### src/rtl/jet_pkg.sv
package jet_pkg;

    typedef struct packed {
        logic [9:0] pixel_x;
        logic [9:0] pixel_y;
    } t_pix_in;

    typedef struct packed {
        logic [9:0]  out_x;
        logic [9:0]  out_y;
        logic [15:0] iterations;
        logic [1:0]  band;
    } t_pix_out;

    typedef struct packed {
        logic signed [31:0] c_re;
        logic signed [31:0] c_im;
        logic [15:0]        iteration_limit;
        logic signed [31:0] origin_re;
        logic signed [31:0] origin_im;
        logic [30:0]        step_re;
        logic [30:0]        step_im;
    } t_cfg;

    typedef enum logic [3:0] {
        S_IDLE,
        S_XMUL,
        S_XSUM,
        S_YSUM,
        S_TEST,
        S_IISQ,
        S_ESC,
        S_UPD,
        S_DONE
    } t_state;

    localparam int CFG_IDX_W = 3;
    localparam logic [CFG_IDX_W-1:0] REG_C_RE      = 3'd0;
    localparam logic [CFG_IDX_W-1:0] REG_C_IM      = 3'd1;
    localparam logic [CFG_IDX_W-1:0] REG_ITER_LIM  = 3'd2;
    localparam logic [CFG_IDX_W-1:0] REG_ORIGIN_RE = 3'd3;
    localparam logic [CFG_IDX_W-1:0] REG_ORIGIN_IM = 3'd4;
    localparam logic [CFG_IDX_W-1:0] REG_STEP_RE   = 3'd5;
    localparam logic [CFG_IDX_W-1:0] REG_STEP_IM   = 3'd6;

    localparam logic [1:0] BAND_INSIDE = 2'd0;
    localparam logic [1:0] BAND_LOW    = 2'd1;
    localparam logic [1:0] BAND_MID    = 2'd2;
    localparam logic [1:0] BAND_HIGH   = 2'd3;

    localparam logic [15:0] BAND_LOW_LIM = 16'd33;
    localparam logic [15:0] BAND_MID_LIM = 16'd66;

    // wide intermediate sums before saturation to Q4.28
    localparam int SUM_W = 48;

    function automatic logic signed [31:0] sat32(input logic signed [SUM_W-1:0] v);
        logic fits;
        fits = (v[SUM_W-1:31] == '0) || (v[SUM_W-1:31] == '1);
        if (fits) begin
            return v[31:0];
        end else if (v[SUM_W-1]) begin
            return {1'b1, 31'd0};
        end else begin
            return {1'b0, {31{1'b1}}};
        end
    endfunction

endpackage

### src/rtl/jet_mul.sv
module jet_mul (
    input  logic               i_clk,
    input  logic signed [31:0] i_a,
    input  logic signed [31:0] i_b,
    output logic signed [63:0] o_p
);

    logic signed [63:0] r_p;
    logic signed [63:0] n_p;

    assign n_p = i_a * i_b;

    always_ff @(posedge i_clk) begin
        r_p <= n_p;
    end

    assign o_p = r_p;

endmodule

### src/rtl/jet_seq.sv
module jet_seq #(
    parameter int FRAME_WIDTH  = 1024,
    parameter int FRAME_HEIGHT = 1024
) (
    input  logic             i_clk,
    input  logic             i_rst_n,
    input  jet_pkg::t_cfg    i_cfg,
    input  logic             i_start,
    input  jet_pkg::t_pix_in i_pix,
    input  logic             i_take,
    output logic             o_idle,
    output logic             o_done,
    output jet_pkg::t_pix_out o_res
);

    localparam logic [12:0] FW = 13'(FRAME_WIDTH);
    localparam logic [12:0] FH = 13'(FRAME_HEIGHT);
    localparam int SW = jet_pkg::SUM_W;

    jet_pkg::t_state r_state, n_state;

    logic [9:0]         r_px, r_py;
    logic [15:0]        r_n;
    logic signed [31:0] r_zr, r_zi;
    logic signed [63:0] r_rr;

    logic signed [31:0] mul_a, mul_b;
    logic signed [63:0] prod;

    logic [9:0]         px_c, py_c;
    logic signed [SW-1:0] x_sum, y_sum, re_sum, im_sum;
    logic signed [63:0] diff_sh, ri_sh;
    logic [63:0]        mag_sum;
    logic               escaped;

    jet_mul u_mul (
        .i_clk (i_clk),
        .i_a   (mul_a),
        .i_b   (mul_b),
        .o_p   (prod)
    );

    assign px_c = ({3'd0, i_pix.pixel_x} >= FW) ? 10'(FRAME_WIDTH - 1) : i_pix.pixel_x;
    assign py_c = ({3'd0, i_pix.pixel_y} >= FH) ? 10'(FRAME_HEIGHT - 1) : i_pix.pixel_y;

    // start point: origin +/- pixel * step, product is non-negative and below 2^44
    assign x_sum = SW'(i_cfg.origin_re) + prod[SW-1:0];
    assign y_sum = SW'(i_cfg.origin_im) - prod[SW-1:0];

    // r_rr holds rr - ii in S_UPD; arithmetic shift floors toward minus infinity
    assign diff_sh = r_rr >>> 28;
    assign ri_sh   = prod >>> 27;
    assign re_sum  = diff_sh[SW-1:0] + SW'(i_cfg.c_re);
    assign im_sum  = ri_sh[SW-1:0] + SW'(i_cfg.c_im);

    // both squares are non-negative and at most 2^62, so no carry out
    assign mag_sum = 64'(r_rr) + 64'(prod);
    assign escaped = |mag_sum[63:58];

    always_ff @(posedge i_clk) begin
        if (!i_rst_n) begin
            r_state <= jet_pkg::S_IDLE;
        end else begin
            r_state <= n_state;
        end
    end

    always_comb begin
        n_state = r_state;
        mul_a   = r_zr;
        mul_b   = r_zi;
        unique case (r_state)
            jet_pkg::S_IDLE: begin
                if (i_start) begin
                    n_state = jet_pkg::S_XMUL;
                end
            end
            jet_pkg::S_XMUL: begin
                mul_a   = signed'({22'd0, r_px});
                mul_b   = signed'({1'b0, i_cfg.step_re});
                n_state = jet_pkg::S_XSUM;
            end
            jet_pkg::S_XSUM: begin
                mul_a   = signed'({22'd0, r_py});
                mul_b   = signed'({1'b0, i_cfg.step_im});
                n_state = jet_pkg::S_YSUM;
            end
            jet_pkg::S_YSUM: begin
                n_state = jet_pkg::S_TEST;
            end
            jet_pkg::S_TEST: begin
                mul_a = r_zr;
                mul_b = r_zr;
                if (r_n == i_cfg.iteration_limit) begin
                    n_state = jet_pkg::S_DONE;
                end else begin
                    n_state = jet_pkg::S_IISQ;
                end
            end
            jet_pkg::S_IISQ: begin
                mul_a   = r_zi;
                mul_b   = r_zi;
                n_state = jet_pkg::S_ESC;
            end
            jet_pkg::S_ESC: begin
                mul_a = r_zr;
                mul_b = r_zi;
                if (escaped) begin
                    n_state = jet_pkg::S_DONE;
                end else begin
                    n_state = jet_pkg::S_UPD;
                end
            end
            jet_pkg::S_UPD: begin
                n_state = jet_pkg::S_TEST;
            end
            jet_pkg::S_DONE: begin
                if (i_take) begin
                    n_state = jet_pkg::S_IDLE;
                end
            end
            default: begin
                n_state = jet_pkg::S_IDLE;
            end
        endcase
    end

    always_ff @(posedge i_clk) begin
        case (r_state)
            jet_pkg::S_IDLE: begin
                r_px <= px_c;
                r_py <= py_c;
                r_n  <= '0;
            end
            jet_pkg::S_XSUM: r_zr <= jet_pkg::sat32(x_sum);
            jet_pkg::S_YSUM: r_zi <= jet_pkg::sat32(y_sum);
            jet_pkg::S_IISQ: r_rr <= prod;
            jet_pkg::S_ESC:  r_rr <= r_rr - prod;
            jet_pkg::S_UPD: begin
                r_zr <= jet_pkg::sat32(re_sum);
                r_zi <= jet_pkg::sat32(im_sum);
                r_n  <= r_n + 16'd1;
            end
            default: ;
        endcase
    end

    assign o_idle = (r_state == jet_pkg::S_IDLE);
    assign o_done = (r_state == jet_pkg::S_DONE);

    always_comb begin
        o_res.out_x      = r_px;
        o_res.out_y      = r_py;
        o_res.iterations = r_n;
        if (r_n == i_cfg.iteration_limit) begin
            o_res.band = jet_pkg::BAND_INSIDE;
        end else if (r_n < jet_pkg::BAND_LOW_LIM) begin
            o_res.band = jet_pkg::BAND_LOW;
        end else if (r_n < jet_pkg::BAND_MID_LIM) begin
            o_res.band = jet_pkg::BAND_MID;
        end else begin
            o_res.band = jet_pkg::BAND_HIGH;
        end
    end

endmodule

### src/rtl/julia_escape_time_pixel.sv
// A pixel passes S_XMUL, S_XSUM and S_YSUM to form the start point, then iterates until
// it escapes or the iteration limit is reached, then waits in S_DONE for the output register.
// One pixel is in work at a time; each iteration takes three passes through the single
// 32x32 multiplier (S_TEST, S_IISQ, S_ESC) plus the update state S_UPD.
// The input side stalls from transfer until the result moves to the output register.
// Reset (synchronous, active low): sequencer idle, output empty, configuration defaults.
module julia_escape_time_pixel #(
    parameter int FRAME_WIDTH  = 1024,
    parameter int FRAME_HEIGHT = 1024
) (
    input  logic                               i_clk,
    input  logic                               i_rst_n,
    input  logic                               i_in_valid,
    output logic                               o_in_stall,
    input  jet_pkg::t_pix_in                   i_pixel,
    output logic                               o_out_valid,
    input  logic                               i_out_stall,
    output jet_pkg::t_pix_out                  o_result,
    input  logic                               i_cfg_we,
    input  logic [jet_pkg::CFG_IDX_W-1:0]      i_cfg_idx,
    input  logic [31:0]                        i_cfg_data
);

    jet_pkg::t_cfg     r_cfg;
    logic              r_out_valid;
    jet_pkg::t_pix_out r_result;

    logic              seq_idle, seq_done, out_free, load, start;
    jet_pkg::t_pix_out seq_res;

    always_ff @(posedge i_clk) begin
        if (!i_rst_n) begin
            r_cfg.c_re            <= '0;
            r_cfg.c_im            <= '0;
            r_cfg.iteration_limit <= 16'd100;
            r_cfg.origin_re       <= -32'sd536870912;
            r_cfg.origin_im       <= 32'sd536870912;
            r_cfg.step_re         <= 31'd1048576;
            r_cfg.step_im         <= 31'd1048576;
        end else if (i_cfg_we) begin
            unique case (i_cfg_idx)
                jet_pkg::REG_C_RE:      r_cfg.c_re            <= i_cfg_data;
                jet_pkg::REG_C_IM:      r_cfg.c_im            <= i_cfg_data;
                jet_pkg::REG_ITER_LIM:  r_cfg.iteration_limit <= i_cfg_data[15:0];
                jet_pkg::REG_ORIGIN_RE: r_cfg.origin_re       <= i_cfg_data;
                jet_pkg::REG_ORIGIN_IM: r_cfg.origin_im       <= i_cfg_data;
                jet_pkg::REG_STEP_RE:   r_cfg.step_re         <= i_cfg_data[30:0];
                jet_pkg::REG_STEP_IM:   r_cfg.step_im         <= i_cfg_data[30:0];
                default: ;
            endcase
        end
    end

    assign start    = i_in_valid && seq_idle;
    assign out_free = !r_out_valid || !i_out_stall;
    assign load     = seq_done && out_free;

    jet_seq #(
        .FRAME_WIDTH  (FRAME_WIDTH),
        .FRAME_HEIGHT (FRAME_HEIGHT)
    ) u_seq (
        .i_clk   (i_clk),
        .i_rst_n (i_rst_n),
        .i_cfg   (r_cfg),
        .i_start (start),
        .i_pix   (i_pixel),
        .i_take  (out_free),
        .o_idle  (seq_idle),
        .o_done  (seq_done),
        .o_res   (seq_res)
    );

    always_ff @(posedge i_clk) begin
        if (!i_rst_n) begin
            r_out_valid <= 1'b0;
        end else if (load) begin
            r_out_valid <= 1'b1;
        end else if (!i_out_stall) begin
            r_out_valid <= 1'b0;
        end
    end

    always_ff @(posedge i_clk) begin
        if (load) begin
            r_result <= seq_res;
        end
    end

    assign o_in_stall  = !seq_idle;
    assign o_out_valid = r_out_valid;
    assign o_result    = r_result;

    // a transfer on the input starts work, so the next item must wait
    a_busy_after_start: assert property (@(posedge i_clk) disable iff (!i_rst_n)
        (i_in_valid && !o_in_stall) |=> o_in_stall)
        else $error("input not stalled after transfer");

    a_band_inside: assert property (@(posedge i_clk) disable iff (!i_rst_n)
        o_out_valid |-> ((o_result.band == jet_pkg::BAND_INSIDE)
                         == (o_result.iterations == r_cfg.iteration_limit)))
        else $error("inside band does not match iteration limit");

    a_iter_bound: assert property (@(posedge i_clk) disable iff (!i_rst_n)
        o_out_valid |-> (o_result.iterations <= r_cfg.iteration_limit))
        else $error("iteration count above limit");

    a_x_in_frame: assert property (@(posedge i_clk) disable iff (!i_rst_n)
        o_out_valid |-> ({3'd0, o_result.out_x} < 13'(FRAME_WIDTH)))
        else $error("column outside frame");

endmodule
### config.mk
export PLATFORM = sky130hd
export DESIGN_NAME = julia_escape_time_pixel
export DESIGN_NICKNAME = d
export VERILOG_FILES = /design/src/rtl/jet_pkg.sv /design/src/rtl/jet_mul.sv /design/src/rtl/jet_seq.sv /design/src/rtl/julia_escape_time_pixel.sv
export SDC_FILE = /design/constraint.sdc
export NUM_CORES = 2
export LEC_CHECK = 0
export ABC_AREA = 1
export BUFFER_PORTS_ARGS = -buffer_cell sky130_fd_sc_hd__buf_2
export CAP_MARGIN = 0
export CORE_MARGIN = 10
export CORE_UTILIZATION = 40
export CTS_CLUSTER_SIZE = 24
export DETAILED_ROUTE_END_ITERATION = 10
export SLEW_MARGIN = 15
export SYNTH_ARGS = -nofsm -noshare
export SYNTH_HDL_FRONTEND = slang
export SYNTH_HIERARCHICAL = 1
export SYNTH_SLANG_ARGS = --single-unit
export TNS_END_PERCENT = 20
### constraint.sdc
create_clock -name i_clk -period 13.5 [get_ports i_clk]
set_input_delay 2.025 -clock i_clk [delete_from_list [all_inputs] [get_ports i_clk]]
set_output_delay 2.025 -clock i_clk [all_outputs]
set_load 0.1 [all_outputs]
* Word-level counts from Yosys, hierarchy flattened
Cells that the tools add are included.
Cells by class: add/subtract/negate cells 7, multiply operators 1, div/mod/pow operators 0, magnitude comparators 2, eq/ne operators 22, shift-type cells 0, mux-type cells 23, bitwise gates (word level) 0, reductions and logical operators 31
Operators with widths (number):
- two-way mux 32 bit | 8
- one-hot mux 32 bit (3 select lines) | 2
- one-hot mux 32 bit (2 select lines) | 2
- one-hot mux 64 bit (2 select lines) | 1
- equality test 17 bit, second input constant | 4
- logical NOT 17 bit | 4
- adder 64 bit | 1
- multiplier 32 x 32 -> 64 bit | 1
- subtractor 64 bit | 1
- adder 48 bit | 1
- subtractor 48 bit | 1
- adder 37 x 32 -> 38 bit | 1
- adder 36 x 32 -> 37 bit | 1
- one-hot mux 16 bit (2 select lines) | 1
- one-hot mux 4 bit (8 select lines) | 1
- adder 16 x 1 -> 16 bit, second input constant | 1
- equality test 16 bit | 1
- equality test 4 x 3 -> 1 bit, second input constant | 4
- < comparator 16 x 6 -> 1 bit, second input constant | 1
- < comparator 16 x 7 -> 1 bit, second input constant | 1
- two-way mux 4 bit | 4
- AND reduction 2 bit | 8
- equality test 3 bit, second input constant | 3
- equality test 4 x 2 -> 1 bit, second input constant | 2
- other kinds (14) | 31
Word-level totals: bits in registers 477, bits in latches 0, memory bits (writable) 0, bits in read-only memories 0, input bits 60, word-level logic and storage cells 107, memories kept 0

* Depth between registers and ports, before layout
word-level depth 5, depth in mapped cells 41, depth with buffers taken out 39

* Modules after synthesis
The synthesis kept the hierarchy.
By module, submodules not included:
- jet_mul | instances 1, cells an instance 5219, area each 40610.2 sq um, sequential area each 1281.2 sq um
- jet_seq | instances 1, cells an instance 5175, area each 29672.2 sq um, sequential area each 5004.8 sq um
- julia_escape_time_pixel | instances 1, cells an instance 1205, area each 9230.1 sq um, sequential area each 5285.1 sq um

* Worst setup path before layout
No wires, ideal clock.
kind register -> register, start reg u_seq.r_state[3], end reg u_seq.u_mul.r_p[62] (netlist: u_seq/u_mul/o_p[62]), data arrival time 8.184 ns, data required time 13.388 ns, slack 5.204 ns, cell stages (with the launch flop) 35, clock period less this slack 8.296 ns, cell sequence dfxtp_1 > nor2_1 > nand2_1 > inv_2 > nor2_1 > inv_1 > clkbuf_1 > o22ai_1 > clkbuf_1 > nand2_1 > inv_1 > fa_1 > inv_1 > fa_1 > inv_1 > fa_1 > fa_1 > inv_1 > fa_1 > inv_1 > fa_1 > inv_1 > fa_1 > fa_1 > inv_1 > ha_1 > nand2_1 > nor2_1 > inv_1 > nor2_1 > nand2_1 > nor3_1 > nand2_1 > nand3_1 > nand2_1
Between the ends: cells in the longest elaborated chain, start to end 3, elaborated cells on any way between the ends 7
RTL lines:
- from (decl) | RTL line jet_seq.sv:20 | jet_pkg::t_state r_state, n_state;
- from (signal assigned) | RTL line jet_seq.sv:62 | r_state <= jet_pkg::S_IDLE;
- from (signal assigned) | RTL line jet_seq.sv:64 | r_state <= n_state;
- equality test 4 x 3 -> 1 bit, or another cell as far along | RTL line jet_seq.sv:72 | unique case (r_state)
- one-hot mux 32 bit (3 select lines) (*) | RTL line jet_seq.sv:72
- net u_seq.mul_a[31] | RTL line jet_seq.sv:27 | logic signed [31:0] mul_a, mul_b;
- multiplier 32 x 32 -> 64 bit (*) | RTL line jet_mul.sv:11 | assign n_p = i_a * i_b;
- net u_seq.u_mul.n_p[62] | RTL line jet_mul.sv:9 | logic signed [63:0] n_p;
- to (signal assigned) | RTL line jet_mul.sv:14 | r_p <= n_p;
- to (decl) | RTL line jet_mul.sv:8 | logic signed [63:0] r_p;
Mark *: on every way through the listed nets, which the timed path passes. The rest lies on a longest branch. A chain may end at the register's enable or synchronous reset.

* Worst setup path in the final report
start reg u_seq.r_state[0], end reg u_seq.u_mul.r_p[61] (netlist: u_seq/u_mul/o_p[61])
Same word-level chain as after synthesis.

==> metrics.txt <==
# TYPE chip_impl_metric gauge
chip_impl_metric{name="hold_buffers",unit=""} 0
chip_impl_metric{name="num-nets-final",unit=""} 13100
chip_impl_metric{name="core_region_area",unit="sq mm"} 0.197
chip_impl_metric{name="gp_routability_congestion",unit=""} 1.07
chip_impl_metric{name="numCtsBuffers",unit=""} 58
chip_impl_metric{name="syn_area",unit="sq mm"} 0.0795
chip_impl_metric{name="drtAntennaViolNets",unit=""} 0
chip_impl_metric{name="post_synth_mux_area_share",unit="%"} 0
chip_impl_metric{name="place_ws",unit="ns"} 3.05
chip_impl_metric{name="flow.area_growth_from_synthesis",unit="%"} 7.08
chip_impl_info{name="post_synth_main_area_contributors",value="sky130_fd_sc_hd__fa_1 (27%), sky130_fd_sc_hd__nand2_1 (16%), sky130_fd_sc_hd__inv_1 (12%), sky130_fd_sc_hd__edfxtp_1 (7.6%), sky130_fd_sc_hd__ha_1 (7.5%)"} 1
chip_impl_metric{name="synth.ff_latch_count",unit=""} 477
chip_impl_metric{name="post-route-drc-count",unit=""} 0
chip_impl_metric{name="timing.fmax",unit="MHz"} 95.0
chip_impl_metric{name="drt-vias-per-instance",unit=""} 5.26
chip_impl_metric{name="cts_repair_resize_count",unit=""} 0
chip_impl_metric{name="timing.setup.tns",unit="ns"} 0
chip_impl_metric{name="cts_setup_buffers",unit=""} 0
chip_impl_metric{name="cts.sink_count",unit=""} 477
chip_impl_info{name="netlist_top_cells_count",value="sky130_fd_sc_hd__nand2_1 (3415), sky130_fd_sc_hd__inv_1 (2636), sky130_fd_sc_hd__nor2_1 (1131), sky130_fd_sc_hd__fa_1 (1087), sky130_fd_sc_hd__nand3_1 (548)"} 1
chip_impl_metric{name="grt_max_degree",unit=""} 122
chip_impl_info{name="criticalPathCategory",value="flop to flop"} 1
chip_impl_metric{name="layout_min_cycle_time",unit="ns"} 10.53
chip_impl_metric{name="timing.final.ws_setup",unit="ns"} 2.97
chip_impl_info{name="cp_common_cell",value="sky130_fd_sc_hd__fa_1"} 1
chip_impl_metric{name="wl",unit="mm"} 325
chip_impl_metric{name="finalMaxSlewViolations",unit=""} 0
chip_impl_metric{name="final_layout_size_suffix_gt1_share",unit="%"} 4.55
chip_impl_metric{name="initial_core_util",unit="%"} 40.3
chip_impl_metric{name="clock_pin_slew_on_the_worst_setup_and_hold_paths",unit="ns"} 0.06
chip_impl_info{name="status",value="finished clean"} 1
chip_impl_metric{name="drt_iter0_markers",unit=""} 7468
chip_impl_metric{name="synth_cell_type_count",unit=""} 60
chip_impl_metric{name="route.detailed.wl_per_inst",unit="um"} 22.9
chip_impl_metric{name="ys_seq_area_share",unit="%"} 14.6
chip_impl_info{name="yosysTopAreaCell",value="sky130_fd_sc_hd__fa_1"} 1
chip_impl_info{name="cp_startpoint_kind",value="flop"} 1
chip_impl_metric{name="rows",unit=""} 163
chip_impl_metric{name="worst_path_required_time",unit="ns"} 14.09
chip_impl_metric{name="synthSimpleGateAreaFrac",unit="%"} 27.3
chip_impl_metric{name="cp.buffers_inverters",unit=""} 9
chip_impl_metric{name="die_h",unit="um"} 466
chip_impl_metric{name="final_design_instance_area_without_fill",unit="sq mm"} 0.0851
chip_impl_metric{name="grt_first_pass_wirelength",unit="mm"} 483
chip_impl_metric{name="h_tree_depth",unit=""} 2
chip_impl_metric{name="synthesis.area_per_instance",unit="sq um"} 6.86
chip_impl_metric{name="synth.yosys.warnings",unit=""} 6
chip_impl_metric{name="post-route-period-util",unit="%"} 78.0
chip_impl_metric{name="number_of_iterations_in_the_first_detailed_routing_pass",unit=""} 6
chip_impl_metric{name="clk_latency",unit="ns"} 0.73
chip_impl_info{name="root_buffer",value="sky130_fd_sc_hd__clkbuf_16"} 1
chip_impl_metric{name="synthAdderAreaFrac",unit="%"} 34.9
chip_impl_metric{name="crit_arrival",unit="ns"} 11.11
chip_impl_metric{name="ctsLongestPathBuffers",unit=""} 3
chip_impl_metric{name="grt_pass1_vias",unit=""} 74600
chip_impl_metric{name="post_synth_xor_area_fraction",unit="%"} 2.19
chip_impl_info{name="worst_path_max_delay_cell",value="sky130_fd_sc_hd__fa_1"} 1
chip_impl_metric{name="max-slew-margin-rel",unit="%"} 10.3
chip_impl_metric{name="cpPeakStageDelay",unit="ns"} 0.98
chip_impl_metric{name="die_area",unit="sq mm"} 0.217
chip_impl_metric{name="worst-slew-pin-transition",unit="ns"} 1.33
chip_impl_metric{name="antenna_violations_before_repair",unit=""} 15
chip_impl_metric{name="grt_usage",unit="%"} 29.4
chip_impl_metric{name="dp.final_hpwl",unit="mm"} 268
chip_impl_info{name="tritoncts",value="yes"} 1
chip_impl_metric{name="die_w",unit="um"} 466
chip_impl_metric{name="final_hold_viol_count",unit=""} 0
chip_impl_metric{name="mappedNetlistNets",unit=""} 13200
chip_impl_info{name="grt_setup_unrepaired",value="no"} 1
chip_impl_info{name="critPathTopFamily",value="adder cells"} 1
chip_impl_metric{name="portBuffers",unit=""} 99
chip_impl_metric{name="globalRouteOverflowTotal",unit=""} 0
chip_impl_metric{name="synth_top_area_share",unit="%"} 27.4
chip_impl_metric{name="io_pins",unit=""} 100
chip_impl_info{name="postSynth.topFlopCell",value="sky130_fd_sc_hd__dfxtp_1"} 1
chip_impl_metric{name="placement.cell_area",unit="sq mm"} 0.0831
chip_impl_metric{name="post_synth_inst_count",unit=""} 11600
chip_impl_metric{name="max-cap-violations",unit=""} 0
chip_impl_info{name="yosys.cell_count.top_type",value="sky130_fd_sc_hd__nand2_1"} 1
chip_impl_metric{name="synth_enable_flop_cells",unit=""} 202
chip_impl_info{name="worst_setup_end_kind",value="flop"} 1
chip_impl_metric{name="postSynth.asyncResetShare",unit="%"} 0
chip_impl_info{name="holdCritPathClass",value="flop to flop"} 1
chip_impl_metric{name="crit_path_max_fanout",unit=""} 32
chip_impl_metric{name="number_of_vias_after_detailed_routing",unit=""} 74800
chip_impl_metric{name="setup_viol_count_final",unit=""} 0
chip_impl_info{name="synth_top_family_by_area",value="adder cells"} 1
chip_impl_metric{name="skew",unit="ns"} 0.0851
chip_impl_metric{name="compound_gate_fraction_of_synth_area",unit="%"} 6.59
==> final cells by class <==
| type | instances | area [sq um] |
|---|---|---|
| Antenna cell | 3 | 7.51 |
| Sequential cell | 477 | 11600 |
| Clock buffer | 67 | 1530 |
| Tap cell | 2640 | 3300 |
| Timing Repair Buffer | 224 | 1460 |
| Clock inverter | 42 | 494 |
| Multi-Input combinational cell | 8101 | 56800 |
| Fill cell | 20800 | 112000 |
| Inverter | 2660 | 9980 |
==> logic make-up (layout without fill, tap and decap cells) <==
group | count (synthesis) | count (layout)
AOI/OAI and AO/OA | 941 | 941
xor gates and xnor gates | 198 | 198
adders and majority gates | 1566 | 1566
buffers and inverters | 3021 | 2993
DFF | 477 | 477
other | 0 | 3
and+or+nand+nor | 5396 | 5396
==> cell usage in the layout, fill, tap and decap left out, drive strengths merged, types with 202 or more instances in the layout <==
cell type  instances
fa              1087
a21oi            503
o21ai            248
ha               479
nand3            560
dfxtp            275
buf              224
nand2           3445
edfxtp           202
inv             2673
nor2            1178
==> state kept, by name (all words and copies together), names as in the netlist <==
register         count
r_cfg              206
u_seq/r_rr          64
u_seq/u_mul/o_p     64
o_result            38
u_seq/r_zi          32
u_seq/r_zr          32
u_seq/r_n           16
u_seq/r_px          10
u_seq/r_py          10
u_seq/r_state        4
o_out_valid          1
==> layer usage <==
layer	GRT usage, %	vias up	share of wire, %
met5	0	-	0.022
met4	13.9	10	5.9
met3	6.47	580	10
met2	43.9	3393	42
met1	40.5	36400	42
li1	-	34400	-
==> path summary, 6_finish.rpt <==
kind / from / endpoint / slack, ns / depth (start not counted)
max reg2reg: u_seq/r_state[0] / u_seq/u_mul/o_p[61] / 2.97 / 33
max: u_seq/r_state[0] / u_seq/u_mul/o_p[61] / 2.97 / 33
min: u_seq/r_py[8] / o_result[26] / 0.47 / 0
min reg2reg: u_seq/r_py[8] / o_result[26] / 0.47 / 0
==> through the flow <==
step                hold slack (ns)  utilization [%]  cells
global route                  0.479             43.1  14200
global placement              0.439             42.1  14100
CTS                           0.470             43.1  14200
detailed placement            0.443             42.1  14100
finish                        0.472             43.1  14200
floorplan                     0.427                -  11600
Power is not shown: default switching activity piles up to over one toggle a cycle in this logic, so the estimate is an artifact.
